$ cat src/rtl/core/lrt_pkg.sv
// Shared constants, codes and control types of the LRU replacement tracker.
`timescale 1ns / 1ps

package lrt_pkg;

	// Size of the tracker and of the identifiers it holds.
	localparam int CAPACITY = 16;
	localparam int ID_BITS  = 16;
	localparam int IDX_W    = (CAPACITY > 1) ? $clog2(CAPACITY) : 1;
	localparam int CNT_W    = $clog2(CAPACITY + 1);

	// Widths of the channel fields.
	localparam int KIND_W   = 2;
	localparam int FRAME_W  = 16;
	localparam int STATUS_W = 2;
	localparam int OCC_W    = 5;

	// Operation codes.
	localparam logic [KIND_W-1:0] KIND_INSERT = 2'd0;
	localparam logic [KIND_W-1:0] KIND_EVICT  = 2'd1;
	localparam logic [KIND_W-1:0] KIND_ERASE  = 2'd2;
	localparam logic [KIND_W-1:0] KIND_NOP    = 2'd3;

	// Result status codes.
	localparam logic [STATUS_W-1:0] STATUS_OK    = 2'd0;
	localparam logic [STATUS_W-1:0] STATUS_EMPTY = 2'd1;
	localparam logic [STATUS_W-1:0] STATUS_FULL  = 2'd2;

	typedef logic [ID_BITS-1:0] id_t;
	typedef logic [IDX_W-1:0]   idx_t;
	typedef logic [CNT_W-1:0]   cnt_t;

	// Control broadcast from the sequencer to every cell of the chain.
	typedef struct packed {
		logic apply;     // update the cells this cycle
		logic remove;    // close the gap at pos, shifting later cells down
		logic load_tail; // write key at the most recent end
		idx_t pos;       // position being removed
		cnt_t cnt;       // occupancy before the update
		id_t  key;       // identifier being compared or written
	} lrt_ctrl_t;

endpackage

$ cat src/rtl/core/lrt_req_if.sv
// Request channel of the LRU replacement tracker: operation kind and frame identifier.
`timescale 1ns / 1ps

interface lrt_req_if;
	import lrt_pkg::*;

	logic                valid;
	logic                ready;
	logic [KIND_W-1:0]   kind;
	logic [FRAME_W-1:0]  frame_id;

	modport source (output valid, output kind, output frame_id, input ready);
	modport sink   (input valid, input kind, input frame_id, output ready);
endinterface

$ cat src/rtl/core/lrt_rsp_if.sv
// Response channel of the LRU replacement tracker: status, victim and occupancy.
`timescale 1ns / 1ps

interface lrt_rsp_if;
	import lrt_pkg::*;

	logic                valid;
	logic                ready;
	logic [STATUS_W-1:0] status;
	logic [FRAME_W-1:0]  victim_id;
	logic [OCC_W-1:0]    occupancy;

	modport source (output valid, output status, output victim_id, output occupancy,
		input ready);
	modport sink   (input valid, input status, input victim_id, input occupancy,
		output ready);
endinterface

$ cat src/rtl/core/lrt_cell.sv
// One slot of the recency chain: holds an identifier and its valid flag.
`timescale 1ns / 1ps

module lrt_cell (
	input  logic              clk,
	input  logic              arst_n,
	input  lrt_pkg::idx_t     idx,
	input  lrt_pkg::lrt_ctrl_t ctrl,
	input  lrt_pkg::id_t      next_id,
	output lrt_pkg::id_t      id,
	output logic              hit
);
	import lrt_pkg::*;

	id_t  id_q;
	logic valid_q;
	cnt_t idx_c;
	cnt_t idx_p1;
	logic at_or_above_pos;

	// Position of this cell in occupancy terms.
	assign idx_c           = cnt_t'(idx);
	assign idx_p1          = idx_c + cnt_t'(1);
	assign at_or_above_pos = (idx >= ctrl.pos);

	// Match against the broadcast key.
	assign hit   = valid_q && (id_q == ctrl.key);
	assign id    = id_q;

	// Identifier: shift down from the neighbor or load the key at the tail.
	always_ff @(posedge clk) begin
		if (ctrl.apply) begin
			if (ctrl.remove) begin
				if (at_or_above_pos && (idx_p1 < ctrl.cnt)) begin
					id_q <= next_id;
				end else if ((idx_p1 == ctrl.cnt) && ctrl.load_tail) begin
					id_q <= ctrl.key;
				end
			end else if (ctrl.load_tail && (idx_c == ctrl.cnt)) begin
				id_q <= ctrl.key;
			end
		end
	end

	// Valid flag: the tail cell drops on a removal that loads no key, the next free cell fills on an insert.
	always_ff @(posedge clk or negedge arst_n) begin
		if (!arst_n) begin
			valid_q <= 1'b0;
		end else if (ctrl.apply) begin
			if (ctrl.remove) begin
				if ((idx_p1 == ctrl.cnt) && !ctrl.load_tail) begin
					valid_q <= 1'b0;
				end
			end else if (ctrl.load_tail && (idx_c == ctrl.cnt)) begin
				valid_q <= 1'b1;
			end
		end
	end
endmodule

$ cat src/rtl/core/lru_replacement_tracker_core.sv
// Top level of the LRU replacement tracker: sequencer, chain of slot cells and response register.
`timescale 1ns / 1ps

// The tracker keeps up to CAPACITY frame identifiers ordered by recency, the
// least recent in cell 0. Requests arrive as beats on the req channel (kind,
// frame_id); each request yields exactly one beat on the rsp channel (status,
// victim_id, occupancy), in request order.
// Kinds: insert or touch moves or adds the identifier to the most recent end,
// evict removes and returns the least recent one, erase removes a given one.
// A request passes through the states IDLE, in which it is accepted, CMP, in
// which every cell compares its identifier with the key and the hit position is
// encoded, and APPLY, in which the chain shifts and the response register loads.
// A new request is accepted only after the previous one has left APPLY; the
// compare-then-shift sequence over the cell chain sets that limit.
// The response register lets the next request be accepted while a response
// still waits. If the receiver stalls, the update of the following request is
// held until the response register frees up, and then no further request is
// accepted until that happens.
// Reset clears all valid flags, the occupancy count and the sequencer; no
// clearing pass is needed, so a request is accepted right after reset.

module lru_replacement_tracker_core (
	input  logic      clk,
	input  logic      arst_n,
	lrt_req_if.sink   req,
	lrt_rsp_if.source rsp
);
	import lrt_pkg::*;

	localparam logic [1:0] ST_IDLE  = 2'd0;
	localparam logic [1:0] ST_CMP   = 2'd1;
	localparam logic [1:0] ST_APPLY = 2'd2;

	logic [1:0]          state_q;
	logic [KIND_W-1:0]   kind_s1;
	id_t                 key_s1;
	idx_t                pos_q;
	logic                found_q;
	cnt_t                cnt_q;

	logic                rsp_valid_q;
	logic [STATUS_W-1:0] status_q;
	logic [FRAME_W-1:0]  victim_q;
	logic [OCC_W-1:0]    occ_q;

	lrt_ctrl_t           ctrl;
	id_t                 cell_id   [CAPACITY];
	logic [CAPACITY-1:0] cell_hit;

	idx_t                hit_pos;
	logic                rsp_free;
	logic                do_apply;
	logic                op_remove;
	logic                op_load;
	idx_t                op_pos;
	cnt_t                cnt_next;
	logic [STATUS_W-1:0] status_next;
	id_t                 victim_next;

	assign req.ready = (state_q == ST_IDLE);
	assign rsp_free  = !rsp_valid_q || rsp.ready;
	assign do_apply  = (state_q == ST_APPLY) && rsp_free;

	// Encode the hit position; identifiers are unique, so at most one cell hits.
	always_comb begin
		hit_pos = '0;
		for (int i = 0; i < CAPACITY; i++) begin
			if (cell_hit[i]) begin
				hit_pos = hit_pos | idx_t'(i);
			end
		end
	end

	// Decide the update and the result from the registered compare outcome.
	always_comb begin
		op_remove   = 1'b0;
		op_load     = 1'b0;
		op_pos      = pos_q;
		cnt_next    = cnt_q;
		status_next = STATUS_OK;
		victim_next = '0;
		unique case (kind_s1)
			KIND_INSERT: begin
				if (found_q) begin
					op_remove = 1'b1;
					op_load   = 1'b1;
				end else if (cnt_q == cnt_t'(CAPACITY)) begin
					status_next = STATUS_FULL;
				end else begin
					op_load  = 1'b1;
					cnt_next = cnt_q + cnt_t'(1);
				end
			end
			KIND_EVICT: begin
				if (cnt_q == '0) begin
					status_next = STATUS_EMPTY;
				end else begin
					op_remove   = 1'b1;
					op_pos      = '0;
					victim_next = cell_id[0];
					cnt_next    = cnt_q - cnt_t'(1);
				end
			end
			KIND_ERASE: begin
				if (found_q) begin
					op_remove = 1'b1;
					cnt_next  = cnt_q - cnt_t'(1);
				end else begin
					status_next = STATUS_EMPTY;
				end
			end
			default: begin
			end
		endcase
	end

	// Control broadcast to the chain.
	assign ctrl.apply     = do_apply;
	assign ctrl.remove    = op_remove;
	assign ctrl.load_tail = op_load;
	assign ctrl.pos       = op_pos;
	assign ctrl.cnt       = cnt_q;
	assign ctrl.key       = key_s1;

	// Chain of cells; each one takes the identifier of its upper neighbor on a shift.
	for (genvar g = 0; g < CAPACITY; g++) begin : g_cell
		id_t nb_id;
		if (g == CAPACITY - 1) begin : g_last
			assign nb_id = '0;
		end else begin : g_mid
			assign nb_id = cell_id[g + 1];
		end
		lrt_cell u_cell (
			.clk     (clk),
			.arst_n  (arst_n),
			.idx     (idx_t'(g)),
			.ctrl    (ctrl),
			.next_id (nb_id),
			.id      (cell_id[g]),
			.hit     (cell_hit[g])
		);
	end

	// Request capture and compare result.
	always_ff @(posedge clk) begin
		if (req.valid && req.ready) begin
			kind_s1 <= req.kind;
			key_s1  <= req.frame_id[ID_BITS-1:0];
		end
		if (state_q == ST_CMP) begin
			pos_q   <= hit_pos;
			found_q <= |cell_hit;
		end
	end

	// Sequencer and occupancy count.
	always_ff @(posedge clk or negedge arst_n) begin
		if (!arst_n) begin
			state_q <= ST_IDLE;
			cnt_q   <= '0;
		end else begin
			unique case (state_q)
				ST_IDLE: begin
					if (req.valid) begin
						state_q <= ST_CMP;
					end
				end
				ST_CMP: begin
					state_q <= ST_APPLY;
				end
				ST_APPLY: begin
					if (rsp_free) begin
						state_q <= ST_IDLE;
						cnt_q   <= cnt_next;
					end
				end
				default: begin
					state_q <= ST_IDLE;
				end
			endcase
		end
	end

	// Response register.
	always_ff @(posedge clk or negedge arst_n) begin
		if (!arst_n) begin
			rsp_valid_q <= 1'b0;
		end else if (do_apply) begin
			rsp_valid_q <= 1'b1;
		end else if (rsp.ready) begin
			rsp_valid_q <= 1'b0;
		end
	end

	always_ff @(posedge clk) begin
		if (do_apply) begin
			status_q <= status_next;
			victim_q <= FRAME_W'(victim_next);
			occ_q    <= OCC_W'(cnt_next);
		end
	end

	assign rsp.valid     = rsp_valid_q;
	assign rsp.status    = status_q;
	assign rsp.victim_id = victim_q;
	assign rsp.occupancy = occ_q;
endmodule
$ cat src/flat_wrapper.sv
// flat-port wrapper written by rule: the top's interface ports become plain ports
module lru_replacement_tracker_core_flat import lrt_pkg::*;
  (clk, arst_n, req_valid, req_kind, req_frame_id, req_ready, rsp_valid, rsp_status, rsp_victim_id, rsp_occupancy, rsp_ready);
  lrt_req_if req_i ();
  lrt_rsp_if rsp_i ();
  input  logic clk;
  input  logic arst_n;
  input wire logic [$bits(req_i.valid)-1:0] req_valid;
  input wire logic [$bits(req_i.kind)-1:0] req_kind;
  input wire logic [$bits(req_i.frame_id)-1:0] req_frame_id;
  output wire logic [$bits(req_i.ready)-1:0] req_ready;
  output wire logic [$bits(rsp_i.valid)-1:0] rsp_valid;
  output wire logic [$bits(rsp_i.status)-1:0] rsp_status;
  output wire logic [$bits(rsp_i.victim_id)-1:0] rsp_victim_id;
  output wire logic [$bits(rsp_i.occupancy)-1:0] rsp_occupancy;
  input wire logic [$bits(rsp_i.ready)-1:0] rsp_ready;
  assign req_i.valid = req_valid;
  assign req_i.kind = req_kind;
  assign req_i.frame_id = req_frame_id;
  assign req_ready = req_i.ready;
  assign rsp_valid = rsp_i.valid;
  assign rsp_status = rsp_i.status;
  assign rsp_victim_id = rsp_i.victim_id;
  assign rsp_occupancy = rsp_i.occupancy;
  assign rsp_i.ready = rsp_ready;
  lru_replacement_tracker_core u_core (.clk(clk), .arst_n(arst_n), .req(req_i), .rsp(rsp_i));
endmodule
$ cat config.mk
export PLATFORM = sky130hd
export DESIGN_NAME = lru_replacement_tracker_core_flat
export DESIGN_NICKNAME = d
export VERILOG_FILES = /design/src/rtl/core/lrt_pkg.sv /design/src/rtl/core/lrt_req_if.sv /design/src/rtl/core/lrt_rsp_if.sv /design/src/rtl/core/lrt_cell.sv /design/src/rtl/core/lru_replacement_tracker_core.sv /design/src/flat_wrapper.sv
export SDC_FILE = /design/constraint.sdc
export NUM_CORES = 1
export LEC_CHECK = 0
export BUFFER_PORTS_ARGS = -buffer_cell sky130_fd_sc_hd__buf_2
export CORE_MARGIN = 2
export CORE_UTILIZATION = 35
export DETAILED_ROUTE_END_ITERATION = 12
export PLACE_DENSITY = 0.58
export SYNTH_ARGS = -nofsm -noshare
export SYNTH_HDL_FRONTEND = slang
export SYNTH_SLANG_ARGS = --single-unit
$ cat constraint.sdc
create_clock -name clk -period 4.1 [get_ports clk]
set_input_delay 0 -clock clk [delete_from_list [all_inputs] [get_ports clk]]
set_output_delay 0 -clock clk [all_outputs]
set_load 0.1 [all_outputs]
==> results by group, run 1 <==
Final layout
  – Fraction of layout cells with a size suffix above 1: around 25%
  – Multi-input logic area: 7408 sq um
  – N_diodes: 0
  – Area delta synth->final: 14.40%
  – Nets: roughly 1.4k
  – # fillers: roughly 4.7k
  – Register Area: 9669 sq um
  – Layout Utilization: between 40% and 50%

Drt
  – DRT Pass-1 Iters: 5
  – DRC: 0
  – Via count: ~11k
  – DR WL/cell: between 20 and 25 um
  – Vias per cell: just over 5
  – Drt initial violations: between 700 and 800
  – Post-DRT Antenna Nets: 0
  – WL final: 43000 um

Synth
  – Seq cells post-synth: between 300 and 400
  – Seq/Total Area, Yosys: between 50% and 60%
  – Synth warn: 0
  – Syn_nets: 1363
  – Number of flops mapped to enable cells by yosys: 302
  – Prevailing post-synth register cell: edfxtp_1
  – Synthesized area: 17620 sq um
  – Syn Inst Count: between 1k and 1.5k
  – Synthesized area per cell: 13.19 sq um
  – Post-synth ARST share: 7.362%
  – Yosys cell types: 62

Timing
  – Max transition margin: about a third
  – Hold slack: around 160 ps
  – Clk_skew: 18.21 ps
  – F_max: 262.2 MHz
  – TNS Setup: 0 ps
  – Max Slew Vio Count: 0
  – RSZ-0062 raised after global routing: no
  – Final setup fails: 0
  – Final hold violations: 0
  – Worst setup margin: around 290 ps
  – Least-Margin Pin Slew: 983.8 ps
  – Period utilisation layout: roughly 93%
  – Final Critical Period: approximately 3800 ps

Worst setup path
  – CP max-delay cell: nand2b_1
  – Number of cells on the worst reg-to-reg path: 8
  – Worst setup SP type: register
  – Setup slack, reg-to-reg: ~290 ps
  – Required @ worst endpoint: ~4400 ps
  – Kind of end point of the critical path: register
  – Crit path kind: reg -> reg
  – Crit path DAT: around 4100 ps
  – Crit-path max cell delay: 580 ps
  – FF-to-FF Start: u_core.cnt_q[0]$_DFFE_PN0P_
  – Crit Path Max Fanout: 19
  – Capturing point of the worst reg2reg path: u_core.g_cell[8].u_cell.id[1]$_DFFE_PP_
  – Crit path from: u_core.cnt_q[0]$_DFFE_PN0P_
  – Critical-path cell list: inv_1 > ha_1 > nor4b_4 > or2_1 > o21ai_2 > buf_4 > nand2b_1 > mux2_2

Floorplanning
  – Core area: around 50000 sq um
  – Top Ports: 47
  – DIE HEIGHT: roughly 230 um
  – Die area: around 52000 sq um
  – Die Width: around 230 um
  – FP Rows: 82
  – Initial Util: a little over a third

Power and ir drop
  – Worst VDD drop: 0.0003915 V
  – Pleak: a little under 7 nW
  – Pwr Total: between 10 and 15 mW
  – Pwr dens: around 550 nW/um^2

CTS
  – Root Buffer: clkbuf_16
  – CTS max path bufs: 3
  – Clk slew on worst S/H paths: around 50 ps
  – CTS tree: yes
  – Clk Latency, worst-skew pair: about 560 ps
  – H-tree depth: 2
  – CTS sink count: between 300 and 400
  – Num CTS Buffers: 39

Global routing
  – Largest net degree at the start of global routing: 29
  – Gr ovfl total: 0
  – First-pass GRT wire length: approximately 67000 um
  – Vias in the first global route: 11.20k
  – Antenna violations before repair: 0
  – GR Util All Layers: about 17%

Run
  – MaxCap Viol Count: 0

Placement
  – Detailed Place HPWL: 30960 um
  – I/O Buffers: 46
  – RD Place Congestion: about 0.9
  – Place WS: 367.6 ps

Outcome
  – Status: finished clean

Hold path
  – Hold EP: u_core.key_s1[5]$_DFFE_PP_
  – Worst hold-check path type: in -> reg
  – Hold Startpoint: req_frame_id[5]
  – Worst hold path depth: 2
[worst max path at each step]
| stage | slack (ps) | end | cells past startpoint |
|---|---|---|---|
| after floorplan | 120 | u_core.g_cell[6].u_cell.id[0]$_DFFE_PP_ | 11 |
| final | 290 | u_core.g_cell[8].u_cell.id[1]$_DFFE_PP_ | 8 |
| after global placement | 480 | u_core.g_cell[8].u_cell.id[1]$_DFFE_PP_ | 8 |
| after CTS | 350 | u_core.g_cell[8].u_cell.id[1]$_DFFE_PP_ | 8 |
| after detailed placement | 370 | u_core.g_cell[8].u_cell.id[1]$_DFFE_PP_ | 8 |
| after global routing | 90 | u_core.g_cell[8].u_cell.id[1]$_DFFE_PP_ | 8 |
[synth_stat cells (9+ instances only)]
| library cell | count | area share [%] |
|---|---|---|
| a21oi_1 | 47 | 1.3 |
| a31oi_1 | 9 | 0.32 |
| and2_1 | 41 | 1.5 |
| buf_2 | 41 | 1.2 |
| buf_4 | 10 | 0.43 |
| buf_6 | 9 | 0.58 |
| clkbuf_1 | 48 | 1.0 |
| dfrtp_1 | 24 | 3.4 |
| edfxtp_1 | 302 | 51 |
| mux2_1 | 80 | 5.1 |
| mux2_2 | 151 | 9.7 |
| mux2_4 | 9 | 0.77 |
| nand2_1 | 43 | 0.92 |
| nand3_1 | 14 | 0.40 |
| nand4_1 | 35 | 1.2 |
| nor2_1 | 31 | 0.66 |
| nor3_1 | 22 | 0.62 |
| nor4_1 | 40 | 1.4 |
| o21ai_0 | 18 | 0.51 |
| xnor2_1 | 123 | 6.1 |
| xor2_1 | 136 | 6.8 |
[timing repair]
action,in CTS,in global routing
resized for setup,0,0
buffers inserted,0,0
hold endpoints to repair,45,0
hold buffers,23,0
[cell type report]
class / count / share of cell area, %
Inverter: 8 / 0.1490
Clock inverter: 20 / 1.235
Clock buffer: 49 / 5.239
Tap cell: 672 / 4.171
Sequential cell: 326 / 47.97
Multi-Input combinational cell: 891 / 36.75
Timing Repair Buffer: 128 / 4.482
[where the power goes]
part           internal (mW)  switching, mW
registers               4.19          0.294
logic                   1.18           1.95
clock network           2.20           1.38
total                   7.56           3.63
[worst max-delay path: cells and delay by family, from the launching register on]
family                   cells  cell delay [ps]
flip-flops                   1              480
AO/OA/AOI/OAI                1              310
adder cells (fa/ha/maj)      1              390
buffers and inverters        2              570
multiplexers                 1              410
AND/OR/NAND/NOR              3             1390
[registers in the layout (all words and copies together) (netlist names)]
register                      flops
u_core.key_s1                    16
u_core.pos_q                      4
u_core.state_q                    2
u_core.g_cell.u_cell.valid_q     16
u_core.found_q                    1
u_core.rsp.victim_id             16
u_core.rsp.status                 2
u_core.cnt_q                      5
u_core.rsp.valid                  1
u_core.kind_s1                    2
u_core.g_cell.u_cell.id         256
u_core.rsp.occupancy              5
[stage by stage]
step	instances	area [sq um]
after global placement	2002	18620
final	2094	20160
after floorplan	1336	17620
after detailed placement	2002	18620
after CTS	2094	20160
after global routing	2094	20160
[layer usage]
layer	GRT usage, %	vias up	share of wire (%)
met4	5.699	0	2.8
met3	2.420	76	3.3
met1	19.87	5397	42
met2	30.17	210	52
li1	-	5018	-
met5	0	-	0
[layout by cell type, fill, tap and decap left out, types with 43 or more instances in the layout]
cell type and count:
edfxtp_1 302, mux2_2 151, xor2_1 136, xnor2_1 123
mux2_1 80, buf_4 59, a21oi_1 47, buf_2 46
nand2_1 43
[kinds of logic (layout without fill, tap and decap cells)]
kind of cell,count (synthesis),in the layout,synth area share (%)
DFF,326,326,54.88
xor gates and xnor gates,259,259,12.87
and+or+nand+nor,257,257,8.088
muxes,241,241,15.59
AOI/OAI and AO/OA,129,129,4.786
buffers and inverters,119,205,3.430
adders and majority gates,5,5,0.3551
No activity file was read; power rests on OpenSTA's default activity.
==> inputs of run 2 (changes only) <==
- BUFFER_PORTS_ARGS: -buffer_cell sky130_fd_sc_hd__buf_2 -> -buffer_cell sky130_fd_sc_hd__buf_4
- REMOVE_ABC_BUFFERS: default -> 1
==> run 2 against run 1 <==
Effect of this change:
- setup slack improved by 34 ps
- non-clock buffer count is 6 higher
- flip-flop and latch count is the same
- global-route usage grew 0.66 points
- total power increased by 0.59%
- combinational power increased by 4%
- design area rose by 1.0%
- first-iteration DRC count grew 12%
- die area unchanged
- clock power shrank 2%
- via count up 0.91%
- critical path depth up 1
- critical endpoint is now u_core.g_cell[1].u_cell.id[1]$_DFFE_PP_
- largest power group unchanged
- highest routed layer unchanged
==> results by group, run 2 (synthesis gave the netlist of run 1 again) <==
Outcome
  – Status: finished clean

Worst setup path
  – Crit path DAT: between 4000 and 5000 ps
  – Number of cells on the worst reg-to-reg path: 9
  – Capturing point of the worst reg2reg path: u_core.g_cell[1].u_cell.id[1]$_DFFE_PP_
  – Setup slack, reg-to-reg: 320 ps
  – Required @ worst endpoint: about 4300 ps
  – Worst setup SP type: register
  – Kind of end point of the critical path: register
  – FF-to-FF Start: u_core.cnt_q[0]$_DFFE_PN0P_
  – Crit Path Max Fanout: 18
  – Crit path kind: reg -> reg

Hold path
  – Worst hold path depth: 2
  – Hold Startpoint: req_frame_id[4]
  – Hold EP: u_core.key_s1[4]$_DFFE_PP_
  – Worst hold-check path type: in -> reg

Placement
  – Detailed Place HPWL: between 30000 and 40000 um
  – Cell count after placement: around 2.0k
  – Place WS: about 410 ps
  – RD Place Congestion: ~0.87
  – I/O Buffers: between 40 and 50

Timing
  – Final setup fails: 0
  – Clk_skew: 19.34 ps
  – Worst setup margin: ~320 ps
  – Hold slack: between 150 and 200 ps
  – F_max: about 260 MHz
  – TNS Setup: 0 ps
  – RSZ-0062 raised after global routing: no
  – Final Critical Period: 3780 ps
  – Max Slew Vio Count: 0
  – Period utilisation layout: between 90% and 100%
  – Max transition margin: 28.61%
  – Least-Margin Pin Slew: between 1000 and 1500 ps
  – Final hold violations: 0

Power and ir drop
  – Pleak: slightly below 7 nW
  – Pwr dens: around 550 nW/um^2
  – Worst VDD drop: around 0.00027 V

Final layout
  – Max reg flops: between 200 and 300
  – Non-filler instance count after layout: ~2.1k
  – N_diodes: 0
  – Area delta synth->final: 15.55%
  – Nets: approximately 1.4k
  – Commonest non-fill, non-tap cell in the layout: edfxtp_1
  – Fraction of layout cells with a size suffix above 1: around 25%
  – Most frequent cells in the layout: edfxtp_1 (302), mux2_2 (151), xor2_1 (136), xnor2_1 (123), buf_4 (106)
  – # fillers: approximately 4.7k

Drt
  – Post-DRT Antenna Nets: 0
  – Via count: between 10k and 15k
  – DRT Pass-1 Iters: 5
  – Vias per cell: roughly 5
  – Drt initial violations: 848
  – DR WL/cell: around 21 um
  – WL final: between 40000 and 50000 um
  – DRC: 0

Global routing
  – GR Util All Layers: between 10% and 20%
  – Gr ovfl total: 0
  – Antenna violations before repair: 0
  – Largest net degree at the start of global routing: 33
  – First-pass GRT wire length: roughly 70000 um
  – Vias in the first global route: between 10k and 15k

Floorplanning
  – Die area: 52150 sq um
  – FP Rows: 82
  – Initial Util: between 30% and 40%
  – Die Width: 228.4 um
  – Top Ports: 47
  – Core area: 49970 sq um
  – DIE HEIGHT: around 230 um

Run
  – MaxCap Viol Count: 0

CTS
  – H-tree depth: 2
  – CTS sink count: 326
  – Clk slew on worst S/H paths: 60 ps
  – Num CTS Buffers: 38
  – Post-CTS sizing: 0
  – CTS tree: yes
  – CTS max path bufs: 3
  – Post-CTS Setup Bufs: 0
  – Root Buffer: clkbuf_16
  – Clk Latency, worst-skew pair: between 500 and 600 ps
[run 2: cell type report]
class / instances / area, sq um / area share (%)
Clock buffer: 48 / 1052 / 5.168
Multi-Input combinational cell: 891 / 7408 / 36.39
Timing Repair Buffer: 134 / 1136 / 5.580
Inverter: 8 / 30.03 / 0.1475
Clock inverter: 19 / 222.7 / 1.094
Sequential cell: 326 / 9669 / 47.49
Tap cell: 672 / 840.8 / 4.130
[run 2: layer usage]
layer	wire, um	global-route usage [%]
met2	21680	29.18
met1	19900	22.52
met3	2223	3.069
met5	0	0
met4	1071	5.004
[run 2: worst max-delay path: stages, from the launching register on]
cell     delay (ps)
dfrtp_1         500
inv_1           240
ha_1            380
nor4b_4         180
buf_4           180
or2_1           370
o21ai_2         410
nand3_2         600
a31oi_1         330
buf_4           270
[run 2: repair_timing]
item,in CTS,in global routing
setup endpoints to repair,0,0
endpoints found under the hold margin,45,0
hold buffers,23,0
[run 2: worst max path at each step]
stage | startpoint | endpoint | slack, ps | cells past startpoint
floorplan | u_core.cnt_q[1]$_DFFE_PN0P_ | u_core.g_cell[2].u_cell.id[0]$_DFFE_PP_ | 260 | 8
global placement | u_core.cnt_q[0]$_DFFE_PN0P_ | u_core.g_cell[1].u_cell.id[0]$_DFFE_PP_ | 540 | 9
detailed placement | u_core.cnt_q[0]$_DFFE_PN0P_ | u_core.g_cell[1].u_cell.id[12]$_DFFE_PP_ | 410 | 9
CTS | u_core.cnt_q[0]$_DFFE_PN0P_ | u_core.g_cell[1].u_cell.id[12]$_DFFE_PP_ | 380 | 9
global route | u_core.cnt_q[0]$_DFFE_PN0P_ | u_core.g_cell[1].u_cell.id[12]$_DFFE_PP_ | 110 | 9
finish | u_core.cnt_q[0]$_DFFE_PN0P_ | u_core.g_cell[1].u_cell.id[1]$_DFFE_PP_ | 320 | 9
[run 2: metrics by stage]
step           area [sq um]  utilization (%)  power (mW)
4_1_cts               20360            40.75       11.32
5_1_grt               20360            40.75       11.73
2_1_floorplan         17050                -       6.728
6_report              20360            40.75       11.25
3_3_place_gp          18840            37.71       7.769
3_5_place_dp          18840            37.71       7.775
[run 2: where the power goes]
group          leakage (nW)  switching [mW]  total, mW  internal [mW]
sequential             3.07           0.298       4.48           4.19
combinational          3.15            2.01       3.27           1.25
clock                 0.613            1.37       3.50           2.13
==> inputs of run 3 (changes only) <==
- ABC_AREA: default -> 1
- PLACE_DENSITY: 0.58 -> 0.56
- clock period: 4.1 -> 4.55 ns (I/O delays scaled with it)
==> run 3 against run 2 <==
Effect of this change:
- utilization shrank 0.45 points
- non-clock buffer count shrank 18
- synthesized cell count grew 68%
- cell count grew 42%
- critical path depth shrank 1
- sequential share of layout area shrank 0.90 points
- flip-flop and latch count is the same
- total power shrank 6.9%
- clock power shrank 16%
==> results by group, run 3 <==
Drt
  – WL final: 56350 um
  – Vias per cell: around 5
  – DR WL/cell: 18.94 um
  – Drt initial violations: around 1.4k
  – Via count: 15.05k
  – DRC: 0
  – Post-DRT Antenna Nets: 0
  – DRT Pass-1 Iters: 5

Synth
  – Yosys cell types: 42
  – Seq/Total Area, Yosys: 52.73%
  – Seq cells post-synth: between 300 and 400
  – Prevailing post-synth register cell: edfxtp_1
  – Yosys top cell area share: approximately 49%
  – Most common cell in the synthesized netlist: nand2_1
  – Number of flops mapped to enable cells by yosys: between 300 and 400
  – Syn Inst Count: about 2.2k
  – Top post-synthesis cells by count: nand2_1 (679), edfxtp_1 (302), nor2_1 (276)
  – Synthesized area: 18340 sq um
  – Synth warn: 0
  – Post-synth ARST share: under 10%
  – Synth area leader: edfxtp_1
  – Synth area leaders: edfxtp_1 (49%), nand2_1 (14%), nor2_1 (5.6%)
  – Synthesized area per cell: 8.186 sq um

Timing
  – Final setup fails: 0
  – RSZ-0062 raised after global routing: no
  – Clk_skew: between 30 and 40 ps
  – TNS Setup: 0 ps
  – Worst setup margin: roughly 900 ps
  – Max Slew Vio Count: 0
  – Least-Margin Pin Slew: approximately 1200 ps
  – F_max: around 270 MHz
  – Max transition margin: between 20% and 30%
  – Period utilisation layout: between 80% and 90%
  – Final hold violations: 0
  – Final Critical Period: 3647 ps

CTS
  – CTS sink count: ~330
  – Root Buffer: clkbuf_16
  – Num CTS Buffers: 39
  – Post-CTS sizing: 0
  – Clk Latency, worst-skew pair: 570 ps
  – H-tree depth: 2
  – CTS tree: yes
  – CTS max path bufs: 3
  – Clk slew on worst S/H paths: about 60 ps
  – Post-CTS Setup Bufs: 0

Power and ir drop
  – Pleak: roughly 8.8 nW
  – Pwr dens: between 500 and 600 nW/um^2
  – Worst VDD drop: around 0.00024 V

Final layout
  – Nets: about 2.3k
  – Commonest non-fill, non-tap cell in the layout: nand2_1
  – Area delta synth->final: 13.19%
  – Fraction of layout cells with a size suffix above 1: under 10%
  – Max reg flops: around 260
  – Non-filler instance count after layout: 2976
  – N_diodes: 0
  – Most frequent cells in the layout: nand2_1 (679), edfxtp_1 (302), nor2_1 (276), inv_1 (213), o21ai_0 (185)

Worst setup path
  – FF-to-FF Start: u_core.cnt_q[0]$_DFFE_PN0P_
  – Crit Path Max Fanout: 26
  – Crit path DAT: 3810 ps
  – Number of cells on the worst reg-to-reg path: 8
  – Critical Path Sink: u_core.g_cell[1].u_cell.id[8]$_DFFE_PP_
  – Crit path from: u_core.cnt_q[0]$_DFFE_PN0P_
  – Capturing point of the worst reg2reg path: u_core.g_cell[1].u_cell.id[8]$_DFFE_PP_
  – Setup slack, reg-to-reg: roughly 900 ps
  – Required @ worst endpoint: around 4700 ps
  – Crit path kind: reg -> reg
  – Worst setup SP type: register
  – Kind of end point of the critical path: register

Floorplanning
  – Die area: between 50000 and 60000 sq um
  – Die Width: between 200 and 250 um
  – FP Rows: 83
  – Initial Util: around 36%
  – Top Ports: 47
  – DIE HEIGHT: 232.9 um
  – Core area: a little over 50000 sq um

Placement
  – Cell count after placement: 2885
  – Place WS: 959.1 ps
  – RD Place Congestion: just over 0.9
  – I/O Buffers: 46
  – Detailed Place HPWL: 37350 um

Global routing
  – Largest net degree at the start of global routing: 37
  – Vias in the first global route: 14.40k
  – Gr ovfl total: 0
  – GR Util All Layers: 20.98%
  – First-pass GRT wire length: 85550 um
  – Antenna violations before repair: 1

Outcome
  – Status: finished clean

Run
  – MaxCap Viol Count: 0

Hold path
  – Worst hold-check path type: in -> reg
==> run 3: worst max-delay path: stages (launching register included) <==
cell	delay, ps
dfrtp_1	460
inv_1	280
ha_1	260
nand3_2	110
nand2_2	430
nand2_4	320
inv_2	420
nand2_1	120
a31oi_2	800
==> run 3: kinds of logic after synthesis <==
family | after synthesis | synth area share, %
simple gates | 1046 | 23.06
compound gates | 437 | 12.50
buf+inv | 358 | 8.113
flops | 326 | 52.73
xor+xnor | 68 | 3.248
fa+ha+maj | 5 | 0.3412
==> run 3: timing repair <==
item                       CTS  global route
hold endpoints to repair    45             0
setup endpoints to repair    0             0
hold buffers                23             0
==> run 3: metal layers <==
layer / vias up / track usage, % / share of wire (%)
met5: - / 0 / 0
met4: 0 / 7.604 / 3.4
met3: 125 / 3.566 / 6.6
met2: 483 / 34.08 / 46
met1: 7090 / 28.12 / 44
li1: 7355 / - / -
==> run 3: through the flow <==
| step | hold WS, ps | cell area, sq um | total power, mW | utilization, % |
|---|---|---|---|---|
| 5_1_grt | 134.1 | 20750 | 11.05 | 40.29 |
| 6_report | 141.1 | 20750 | 10.48 | 40.29 |
| 3_5_place_dp | -44.64 | 19360 | 7.558 | 37.58 |
| 2_1_floorplan | -295.6 | 17710 | 6.447 | - |
| 4_1_cts | 116.9 | 20750 | 10.51 | 40.29 |
| 3_3_place_gp | -53.34 | 19360 | 7.522 | 37.58 |
==> run 3: how the worst min path moves through the flow <==
stage / slack [ps] / end / depth (start not counted) / start
after floorplan: -300 / u_core.cnt_q[0]$_DFFE_PN0P_ / 0 / arst_n
final: 140 / u_core.key_s1[10]$_DFFE_PP_ / 2 / req_frame_id[10]
after global routing: 130 / u_core.key_s1[7]$_DFFE_PP_ / 2 / req_frame_id[7]
after global placement: -50 / u_core.state_q[0]$_DFFE_PN0P_ / 1 / arst_n
after detailed placement: -40 / u_core.rsp.valid$_DFFE_PN0P_ / 1 / arst_n
after CTS: 120 / u_core.key_s1[10]$_DFFE_PP_ / 2 / req_frame_id[10]
==> run 3: report_power, final <==
part | switching [mW] | total [mW] | internal [mW] | leakage [nW]
sequential | 0.287 | 4.18 | 3.89 | 3.02
combinational | 2.46 | 3.36 | 0.902 | 5.17
clock | 1.27 | 2.93 | 1.66 | 0.569
total | 4.02 | 10.5 | 6.45 | 8.77
==> run 3: final cells by class <==
cell class,instances,area (sq um)
fillers,5265,30750
inverters,230,865.8
clock buffers,49,1023
well taps,680,850.8
clock inverters,19,135.1
multi-input cells,1556,7259
repair buffers,116,950.9
flip-flops and latches,326,9669
